$ cat src/sv/jdc_pkg.sv
// Shared types, constants and lookup functions for the Julian day number converter.
package jdc_pkg;

  typedef enum logic {
    KIND_TO_SERIAL = 1'b0,
    KIND_TO_DATE   = 1'b1
  } kind_e;

  typedef struct packed {
    logic        kind;
    logic [3:0]  month_in;
    logic [4:0]  day_in;
    logic [13:0] year_in;
    logic [22:0] serial_in;
  } in_item_t;

  typedef struct packed {
    logic [22:0] serial_out;
    logic [3:0]  month_out;
    logic [4:0]  day_out;
    logic [13:0] year_out;
  } out_item_t;

  // Register stages in front of the output register.
  localparam int unsigned PipeStages = 6;

  // Date to day number constants.
  localparam logic [13:0] YearSmall   = 14'd100;
  localparam logic [13:0] YearCentury = 14'd1900;
  localparam logic [14:0] YearOffA    = 15'd4800;
  localparam logic [14:0] YearOffB    = 15'd4900;
  localparam logic [10:0] Mul1461     = 11'd1461;
  localparam logic [22:0] SerialBias  = 23'd32075;
  localparam logic [3:0]  MonthFeb    = 4'd2;

  // Day number to date constants.
  localparam logic [23:0] JdBias     = 24'd68569;
  localparam logic [17:0] Cyc400     = 18'd146097;
  localparam logic [15:0] DayBias    = 16'd31;
  localparam logic [13:0] YearBias   = 14'd4900;
  localparam logic [13:0] Mul100     = 14'd100;
  localparam logic [3:0]  MonthLimit = 4'd10;
  localparam logic [3:0]  MonthWrap  = 4'd10;
  localparam logic [3:0]  MonthShift = 4'd2;

  // Reciprocals for the constant divisions: floor(x*a/D) = (x*R) >> S with
  // R = ceil(a*2^S/D), where S is chosen so that x_max*(R*D - a*2^S) < 2^S.
  localparam int unsigned Sh100 = 19;
  localparam int unsigned ShN   = 42;
  localparam int unsigned ShI   = 37;
  localparam int unsigned ShJ   = 21;

  localparam longint unsigned Recip100Raw =
    ((64'd1 << Sh100) + 64'd99) / 64'd100;
  localparam longint unsigned RecipNRaw =
    ((64'd4 << ShN) + 64'd146096) / 64'd146097;
  localparam longint unsigned RecipIRaw =
    ((64'd4000 << ShI) + 64'd1461000) / 64'd1461001;
  localparam longint unsigned RecipJRaw =
    ((64'd80 << ShJ) + 64'd2446) / 64'd2447;

  localparam logic [12:0] Recip100 = 13'(Recip100Raw);
  localparam logic [26:0] RecipN   = 27'(RecipNRaw);
  localparam logic [28:0] RecipI   = 29'(RecipIRaw);
  localparam logic [16:0] RecipJ   = 17'(RecipJRaw);

  // floor(367 * x / 12) where x is the month shifted so that March is 1.
  function automatic logic [8:0] month_offset(input logic [3:0] m);
    logic [8:0] r;
    case (m)
      4'd0:    r = 9'd305;
      4'd1:    r = 9'd336;
      4'd2:    r = 9'd367;
      4'd3:    r = 9'd30;
      4'd4:    r = 9'd61;
      4'd5:    r = 9'd91;
      4'd6:    r = 9'd122;
      4'd7:    r = 9'd152;
      4'd8:    r = 9'd183;
      4'd9:    r = 9'd214;
      4'd10:   r = 9'd244;
      4'd11:   r = 9'd275;
      4'd12:   r = 9'd305;
      4'd13:   r = 9'd336;
      4'd14:   r = 9'd367;
      default: r = 9'd397;
    endcase
    return r;
  endfunction

  // floor(2447 * j / 80): days before month index j of the March-based year.
  function automatic logic [8:0] jday_offset(input logic [3:0] j);
    logic [8:0] r;
    case (j)
      4'd0:    r = 9'd0;
      4'd1:    r = 9'd30;
      4'd2:    r = 9'd61;
      4'd3:    r = 9'd91;
      4'd4:    r = 9'd122;
      4'd5:    r = 9'd152;
      4'd6:    r = 9'd183;
      4'd7:    r = 9'd214;
      4'd8:    r = 9'd244;
      4'd9:    r = 9'd275;
      4'd10:   r = 9'd305;
      4'd11:   r = 9'd336;
      4'd12:   r = 9'd367;
      4'd13:   r = 9'd397;
      4'd14:   r = 9'd428;
      default: r = 9'd458;
    endcase
    return r;
  endfunction

endpackage

$ cat src/sv/jdc_in_if.sv
// Request channel of the Julian day number converter.
interface jdc_in_if;
  logic              valid;
  logic              ready;
  jdc_pkg::in_item_t payload;

  modport source (output valid, output payload, input ready);
  modport sink (input valid, input payload, output ready);
endinterface

$ cat src/sv/jdc_out_if.sv
// Response channel of the Julian day number converter.
interface jdc_out_if;
  logic               valid;
  logic               ready;
  jdc_pkg::out_item_t payload;

  modport source (output valid, output payload, input ready);
  modport sink (input valid, input payload, output ready);
endinterface

$ cat src/sv/jdc_date2jd.sv
// Date to Julian day number datapath, six register stages.
module jdc_date2jd (
  input  logic        clk_i,
  input  logic        en_i,
  input  logic [3:0]  month_i,
  input  logic [4:0]  day_i,
  input  logic [13:0] year_i,
  output logic [22:0] serial_o
);

  localparam int unsigned DelayDepth = jdc_pkg::PipeStages - 2;

  // Stage 1: year adjust and month terms.
  logic [13:0] year_adj;
  logic        early;
  logic [14:0] v1_d, v1_q;
  logic [14:0] v2_d, v2_q;
  logic [8:0]  t2_d, t2_q;
  logic [4:0]  day1_q;

  // Stage 2: products.
  logic [24:0] p1_full;
  logic [22:0] p1_d, p1_q;
  logic [26:0] p2_d, p2_q;
  logic [8:0]  t2b_q;
  logic [4:0]  day2_q;

  // Stage 3 and the delay line.
  logic [7:0]  cent;
  logic [9:0]  cent3;
  logic [22:0] serial_d;
  logic [22:0] ser_q [DelayDepth];

  always_comb begin
    year_adj = (year_i < jdc_pkg::YearSmall) ? year_i + jdc_pkg::YearCentury : year_i;
    // January and February count as months of the previous year.
    early    = (month_i <= jdc_pkg::MonthFeb);
    v1_d     = 15'(year_adj) + jdc_pkg::YearOffA - 15'(early);
    v2_d     = 15'(year_adj) + jdc_pkg::YearOffB - 15'(early);
    t2_d     = jdc_pkg::month_offset(month_i);
  end

  always_comb begin
    p1_full = 25'(v1_q) * 25'(jdc_pkg::Mul1461);
    p1_d    = p1_full[24:2];
    p2_d    = 27'(27'(v2_q) * 27'(jdc_pkg::Recip100));
  end

  always_comb begin
    cent     = p2_q[jdc_pkg::Sh100 +: 8];
    cent3    = 10'(cent) + {1'b0, cent, 1'b0};
    serial_d = p1_q + 23'(t2b_q) + 23'(day2_q) - 23'(cent3[9:2]) - jdc_pkg::SerialBias;
  end

  always_ff @(posedge clk_i) begin
    if (en_i) begin
      v1_q   <= v1_d;
      v2_q   <= v2_d;
      t2_q   <= t2_d;
      day1_q <= day_i;
      p1_q   <= p1_d;
      p2_q   <= p2_d;
      t2b_q  <= t2_q;
      day2_q <= day1_q;
      ser_q[0] <= serial_d;
      for (int unsigned k = 1; k < DelayDepth; k++) begin
        ser_q[k] <= ser_q[k-1];
      end
    end
  end

  assign serial_o = ser_q[DelayDepth-1];

endmodule

$ cat src/sv/jdc_jd2date.sv
// Julian day number to date datapath, six register stages.
module jdc_jd2date (
  input  logic        clk_i,
  input  logic        en_i,
  input  logic [22:0] serial_i,
  output logic [3:0]  month_o,
  output logic [4:0]  day_o,
  output logic [13:0] year_o
);

  logic [23:0] l1_q;
  logic [49:0] pn_d, pn_q;
  logic [23:0] l2c_q;
  logic [7:0]  n_d, n3_q, n4_q;
  logic [25:0] dn;
  logic [15:0] lrem_d, lrem_q, lrem4_q;
  logic [43:0] pi_d, pi_q;
  logic [6:0]  i_d, i5_q, i6_q;
  logic [17:0] yi;
  logic [15:0] l3_full;
  logic [8:0]  l3_d, l3_q, l3b_q;
  logic [13:0] yb_d, yb5_q, yb6_q;
  logic [24:0] pj_d, pj_q;
  logic [3:0]  j;
  logic        k;
  logic [8:0]  dfull;

  // Stage 2: quotient of the 400-year cycle by reciprocal multiply.
  assign pn_d = 50'(51'(l1_q) * 51'(jdc_pkg::RecipN));

  // Stage 3: cycle index and remainder within the cycle.
  always_comb begin
    n_d    = pn_q[jdc_pkg::ShN +: 8];
    dn     = 26'(n_d) * 26'(jdc_pkg::Cyc400) + 26'd3;
    lrem_d = 16'(l2c_q - 24'(dn[25:2]));
  end

  // Stage 4: year within the cycle by reciprocal multiply.
  assign pi_d = 44'(45'(17'(lrem_q) + 17'd1) * 45'(jdc_pkg::RecipI));

  // Stage 5: day within the March-based year and the century base.
  always_comb begin
    i_d     = pi_q[jdc_pkg::ShI +: 7];
    yi      = 18'(i_d) * 18'(jdc_pkg::Mul1461);
    l3_full = lrem4_q - yi[17:2] + jdc_pkg::DayBias;
    l3_d    = l3_full[8:0];
    yb_d    = 14'(n4_q) * jdc_pkg::Mul100 - jdc_pkg::YearBias;
  end

  // Stage 6: month index within the March-based year.
  assign pj_d = 25'(26'(l3_q) * 26'(jdc_pkg::RecipJ));

  // Output: months past December move into the next year.
  always_comb begin
    j       = pj_q[jdc_pkg::ShJ +: 4];
    k       = (j > jdc_pkg::MonthLimit);
    month_o = k ? j - jdc_pkg::MonthWrap : j + jdc_pkg::MonthShift;
    dfull   = l3b_q - jdc_pkg::jday_offset(j);
    day_o   = dfull[4:0];
    year_o  = yb6_q + 14'(i6_q) + 14'(k);
  end

  always_ff @(posedge clk_i) begin
    if (en_i) begin
      l1_q    <= 24'(serial_i) + jdc_pkg::JdBias;
      pn_q    <= pn_d;
      l2c_q   <= l1_q;
      n3_q    <= n_d;
      lrem_q  <= lrem_d;
      pi_q    <= pi_d;
      n4_q    <= n3_q;
      lrem4_q <= lrem_q;
      l3_q    <= l3_d;
      i5_q    <= i_d;
      yb5_q   <= yb_d;
      pj_q    <= pj_d;
      l3b_q   <= l3_q;
      i6_q    <= i5_q;
      yb6_q   <= yb5_q;
    end
  end

endmodule

$ cat src/sv/julian_day_date_converter.sv
// Top level of the Julian day number converter.
//
// Converts a Gregorian date to its Julian day number (kind 0) or a Julian
// day number to a Gregorian date (kind 1) with the Fliegel-Van Flandern
// integer formulas. Each request on req_i yields exactly one response on
// rsp_o, in order. Fields that do not belong to the chosen kind are zero.
// Years below 100 are taken as 19xx. Inputs are not checked for validity.
//
// A response is valid once the request has passed the six datapath stages and the
// output register. Throughput is one request per cycle while rsp_o does not
// stall; both datapaths run side by side, with every stage registered under one
// shared enable.
//
// When rsp_o stalls with a response waiting, the whole pipeline holds and
// req_i.ready drops; nothing is lost or repeated. Reset clears all valid
// bits, so the block comes out of reset empty and ready.
module julian_day_date_converter (
  input  logic      clk_i,
  input  logic      rst_ni,
  jdc_in_if.sink    req_i,
  jdc_out_if.source rsp_o
);

  localparam int unsigned Stages = jdc_pkg::PipeStages;

  logic               en;
  logic               vld_q [Stages];
  logic               kind_q [Stages];
  logic               rsp_valid_q;
  jdc_pkg::out_item_t rsp_d, rsp_q;
  logic [22:0]        serial;
  logic [3:0]         month;
  logic [4:0]         day;
  logic [13:0]        year;

  assign en          = !rsp_valid_q || rsp_o.ready;
  assign req_i.ready = en;

  jdc_date2jd u_date2jd (
    .clk_i    (clk_i),
    .en_i     (en),
    .month_i  (req_i.payload.month_in),
    .day_i    (req_i.payload.day_in),
    .year_i   (req_i.payload.year_in),
    .serial_o (serial)
  );

  jdc_jd2date u_jd2date (
    .clk_i    (clk_i),
    .en_i     (en),
    .serial_i (req_i.payload.serial_in),
    .month_o  (month),
    .day_o    (day),
    .year_o   (year)
  );

  always_comb begin
    rsp_d = '0;
    if (kind_q[Stages-1] == jdc_pkg::KIND_TO_DATE) begin
      rsp_d.month_out = month;
      rsp_d.day_out   = day;
      rsp_d.year_out  = year;
    end else begin
      rsp_d.serial_out = serial;
    end
  end

  always_ff @(posedge clk_i or negedge rst_ni) begin
    if (!rst_ni) begin
      for (int unsigned k = 0; k < Stages; k++) begin
        vld_q[k] <= 1'b0;
      end
      rsp_valid_q <= 1'b0;
    end else if (en) begin
      vld_q[0] <= req_i.valid;
      for (int unsigned k = 1; k < Stages; k++) begin
        vld_q[k] <= vld_q[k-1];
      end
      rsp_valid_q <= vld_q[Stages-1];
    end
  end

  always_ff @(posedge clk_i) begin
    if (en) begin
      kind_q[0] <= req_i.payload.kind;
      for (int unsigned k = 1; k < Stages; k++) begin
        kind_q[k] <= kind_q[k-1];
      end
      rsp_q <= rsp_d;
    end
  end

  assign rsp_o.valid   = rsp_valid_q;
  assign rsp_o.payload = rsp_q;

endmodule

$ cat src/flat_wrapper.sv
// flat-port wrapper written by rule: the top's interface ports become plain ports
module julian_day_date_converter_flat 
  (clk_i, rst_ni, req_i_valid, req_i_payload, req_i_ready, rsp_o_valid, rsp_o_payload, rsp_o_ready);
  jdc_in_if req_i_i ();
  jdc_out_if rsp_o_i ();
  input  logic clk_i;
  input  logic rst_ni;
  input wire logic [$bits(req_i_i.valid)-1:0] req_i_valid;
  input wire logic [$bits(req_i_i.payload)-1:0] req_i_payload;
  output wire logic [$bits(req_i_i.ready)-1:0] req_i_ready;
  output wire logic [$bits(rsp_o_i.valid)-1:0] rsp_o_valid;
  output wire logic [$bits(rsp_o_i.payload)-1:0] rsp_o_payload;
  input wire logic [$bits(rsp_o_i.ready)-1:0] rsp_o_ready;
  assign req_i_i.valid = req_i_valid;
  assign req_i_i.payload = req_i_payload;
  assign req_i_ready = req_i_i.ready;
  assign rsp_o_valid = rsp_o_i.valid;
  assign rsp_o_payload = rsp_o_i.payload;
  assign rsp_o_i.ready = rsp_o_ready;
  julian_day_date_converter u_core (.clk_i(clk_i), .rst_ni(rst_ni), .req_i(req_i_i), .rsp_o(rsp_o_i));
endmodule
$ cat config.mk
export PLATFORM = sky130hd
export DESIGN_NAME = julian_day_date_converter_flat
export DESIGN_NICKNAME = d
export VERILOG_FILES = /design/src/sv/jdc_pkg.sv /design/src/sv/jdc_in_if.sv /design/src/sv/jdc_out_if.sv /design/src/sv/jdc_date2jd.sv /design/src/sv/jdc_jd2date.sv /design/src/sv/julian_day_date_converter.sv /design/src/flat_wrapper.sv
export SDC_FILE = /design/constraint.sdc
export NUM_CORES = 2
export LEC_CHECK = 0
export ABC_CLOCK_PERIOD_IN_PS = 39400
export BUFFER_PORTS_ARGS = -buffer_cell sky130_fd_sc_hd__buf_2
export CORE_UTILIZATION = 51
export CTS_BUF_LIST = sky130_fd_sc_hd__clkbuf_16
export CTS_CLUSTER_DIAMETER = 150
export DETAILED_ROUTE_END_ITERATION = 10
export PLACE_DENSITY = 0.67
export SYNTH_ARGS = -nofsm -noshare
export SYNTH_HDL_FRONTEND = slang
export SYNTH_SLANG_ARGS = --single-unit
export TNS_END_PERCENT = 100
$ cat constraint.sdc
create_clock -name clk_i -period 39.4 [get_ports clk_i]
set_clock_uncertainty 0.2 [all_clocks]
set_input_delay 5.91 -clock clk_i [delete_from_list [all_inputs] [get_ports clk_i]]
set_output_delay 5.91 -clock clk_i [all_outputs]
set_load 0.02 [all_outputs]
==> impl_results.md <==
* #FFs+latches synth at 395
* CP Cell Sequence: buf_2 > nor2b_1 > buf_4 > inv_8 > buf_2
* CTS Sinks at 395
* Max-cap violations at 0
* Synth cell types at 72
* First-pass GRT wire length at 147000 um
* Final wirelength at 87500 um
* Post-Place Cells at 5290
* Share of layout cells above drive strength 1 at 0.0520
* Post-synth top area cell: fa_1
* ANT cells at 0
* Failing checks: design-rule violations
* Terminating pin of the worst hold path: u_core.u_jd2date.yb6_q[10]
* Vias in the first global route at 28800
* R2r endpoint: u_core.u_jd2date.pi_q[40]
* Die width at 302 um
* Post-CTS setup repair buffer count at 0
* Core Rows at 109
* Finished Layout Cells at 5380
* Worst Path Max Fanout at 29
* Most frequent cell after synthesis: inv_1
* Area after DPL at 47900 sq um
* RR Startpoint: u_core.u_jd2date.lrem_q[4]
* GRT Resource Usage Total at 0.205
* Grt ovf at 0
* CP dominant cell by count: buf_2
* Setup_tns at 0 ps
* Synth-to-layout area growth at 7.78%
* Clock-pin slew on the worst setup and hold paths at 60 ps
* Final setup vio count at 0
* Number of vias per cell at 5.05
* CTS Buf Count at 48
* Hpwl dp at 73500 um
* Asr flop ratio synth at 0.0177
* PortBufs at 98
* Final Hold Fails at 0
* Synth area leaders: fa_1 (27%), edfxtp_1 (25%), ha_1 (23%)
* Max clock buf depth at 3
* DRT antenna net count at 0
* CTS tree: built
* Fill cells at 7488
* Worst slew margin at 0.334
* Status: finished with violations
* Worst Reg-to-Reg Cells at 26
* EDFF count, synth at 383
* Root buf cell: clkbuf_16
* Synth warnings at 0
* Nets at 5685
* Peak Freq at 77.9 MHz
* Synth Instances at 4029
* Fin crit period at 12830 ps
* Top cell type's share of synthesized area at 0.273
* First-pass iteration count of the detailed router at 10
* Arrival @ worst endpoint at 6720 ps
* Vias at 27100
* Die height at 302 um
* Io pins at 99
* Final instance area at 49400 sq um
* Core area at 88800 sq um
* Clk_lat worst skew at 610 ps
* Slew @ Worst Pin at 999 ps
* Register area share after synthesis at 0.257
* Max-slew violation count at 0
* Setup crit end kind: primary output
* Synth Flop Type: edfxtp_1
* FF-to-FF setup slack at 30560 ps
* Worst EP required at 33290 ps
* CTS Hold Bufs at 0
* Hold_sp: u_core.u_jd2date.yb5_q[10]
* Slowest-stage cell, CP: inv_8
* Setup crit start kind: input port
* # resized after CTS at 0
* Hold path cells at 0
* Initial antenna violation count at 2
* Mapped Area at 45900 sq um
* Syn_nets at 5539
* CP Class: in2out
* Hold/Removal Path Class: reg2reg
* H-tree levels at 2
* Routability Congestion at 0.925
* First DRT Iteration DRCs at 1284
* Post-synth top cells: inv_1 (1093), ha_1 (834), fa_1 (625)
* Die ar. at 91100 sq um
* RSZ-0062 raised after global routing: no
* Initial Util at 0.517
* Largest net degree at the start of global routing at 109
* Core Util, Final at 0.557
* Post-DR wirelength/cell at 16.3 um
* CP max stage delay at 230 ps
* DR DRC count at 3
* Syn Area/Cell at 11.4 sq um
* Tcrit/Tclk final at 0.326
[cell families after synthesis]
family,after synthesis,synth area share
simple gates,447,0.0485
xor+xnor,229,0.0440
fa+ha+maj,1459,0.500
compound gates,378,0.0558
flops,395,0.257
mux,12,0.00355
buf+inv,1109,0.0910
[final cells by class]
| cell class | count | area (sq um) | area share |
|---|---|---|---|
| Clock buffer | 49 | 1230 | 0.0248 |
| Clock inverter | 41 | 338 | 0.00683 |
| Inverter | 1093 | 4110 | 0.0832 |
| Multi-Input combinational cell | 2525 | 29900 | 0.605 |
| Sequential cell | 395 | 11800 | 0.238 |
| Tap cell | 1165 | 1460 | 0.0295 |
| Timing Repair Buffer | 112 | 608 | 0.0123 |
[registers in the layout, summed over array words and instances, names as in the netlist, 7 cells and up, named ones only]
| register | count |
|---|---|
| u_core.u_jd2date.yb5_q | 12 |
| u_core.u_date2jd.v1_q | 15 |
| u_core.rsp_o.payload | 46 |
| u_core.u_jd2date.i6_q | 7 |
| u_core.u_jd2date.l1_q | 24 |
| u_core.u_jd2date.yb6_q | 12 |
| u_core.u_jd2date.n4_q | 8 |
| u_core.u_date2jd.t2b_q | 9 |
| u_core.u_date2jd.p1_q | 23 |
| u_core.u_jd2date.lrem_q | 16 |
| u_core.u_jd2date.n3_q | 8 |
| u_core.u_date2jd.p2_q | 8 |
| u_core.u_jd2date.pi_q | 7 |
| u_core.u_date2jd.v2_q | 13 |
| u_core.u_jd2date.lrem4_q | 9 |
| u_core.u_jd2date.i5_q | 7 |
| u_core.u_jd2date.pn_q | 8 |
| u_core.u_jd2date.l2c_q | 16 |
| u_core.u_jd2date.l3_q | 9 |
| u_core.u_date2jd.ser_q | 92 |
| u_core.u_date2jd.t2_q | 9 |
[per-layer routing]
| layer | vias to the layer above | GRT usage | part of all wire |
|---|---|---|---|
| li1 | 13300 | - | - |
| met1 | 13300 | 0.281 | 0.46 |
| met2 | 413 | 0.338 | 0.47 |
| met3 | 126 | 0.0322 | 0.043 |
| met4 | 0 | 0.0554 | 0.026 |
| met5 | - | 0 | 0 |
[cells in the final DEF (no fill, tap or decap), types with 21 or more instances in the layout]
master | Yosys | layout
xor2_1 | 74 | 74
nor2b_1 | 57 | 57
o21a_1 | 24 | 24
inv_1 | 1093 | 1097
o21bai_1 | 28 | 28
xnor2_1 | 154 | 154
nand4_1 | 21 | 21
o21ai_0 | 56 | 56
edfxtp_1 | 383 | 383
nand2_1 | 93 | 93
a21oi_1 | 110 | 110
nor3_1 | 31 | 31
buf_2 | 0 | 98
nand3_1 | 42 | 42
ha_1 | 834 | 834
and2_1 | 23 | 23
clkbuf_16 | 0 | 49
a21o_1 | 48 | 48
fa_1 | 625 | 625
nor2_1 | 112 | 112
[how the worst max path moves through the flow]
stage                start     endpoint  slack (ps)  depth (start not counted)
6_report       rsp_o_ready  req_i_ready       26570                          5
5_1_grt        rsp_o_ready  req_i_ready       26490                          5
4_1_cts        rsp_o_ready  req_i_ready       26570                          5
3_5_place_dp   rsp_o_ready  req_i_ready       26570                          5
3_3_place_gp   rsp_o_ready  req_i_ready       26570                          5
2_1_floorplan  rsp_o_ready  req_i_ready       16580                          3
[worst max-delay path: cells and delay by family]
family,cells,cell delay [ps]
AND/OR/NAND/NOR,1,30
buffers and inverters,4,720
[metrics by stage]
step | hold slack (ps) | worst slack [ps]
detailed placement | 205 | 26570
CTS | 212 | 26570
global route | 219 | 26490
floorplan | 200 | 16580
finish | 211 | 26570
global placement | 202 | 26570
Power is not shown: default switching activity piles up to over one toggle a cycle in this logic, so the estimate is an artifact.
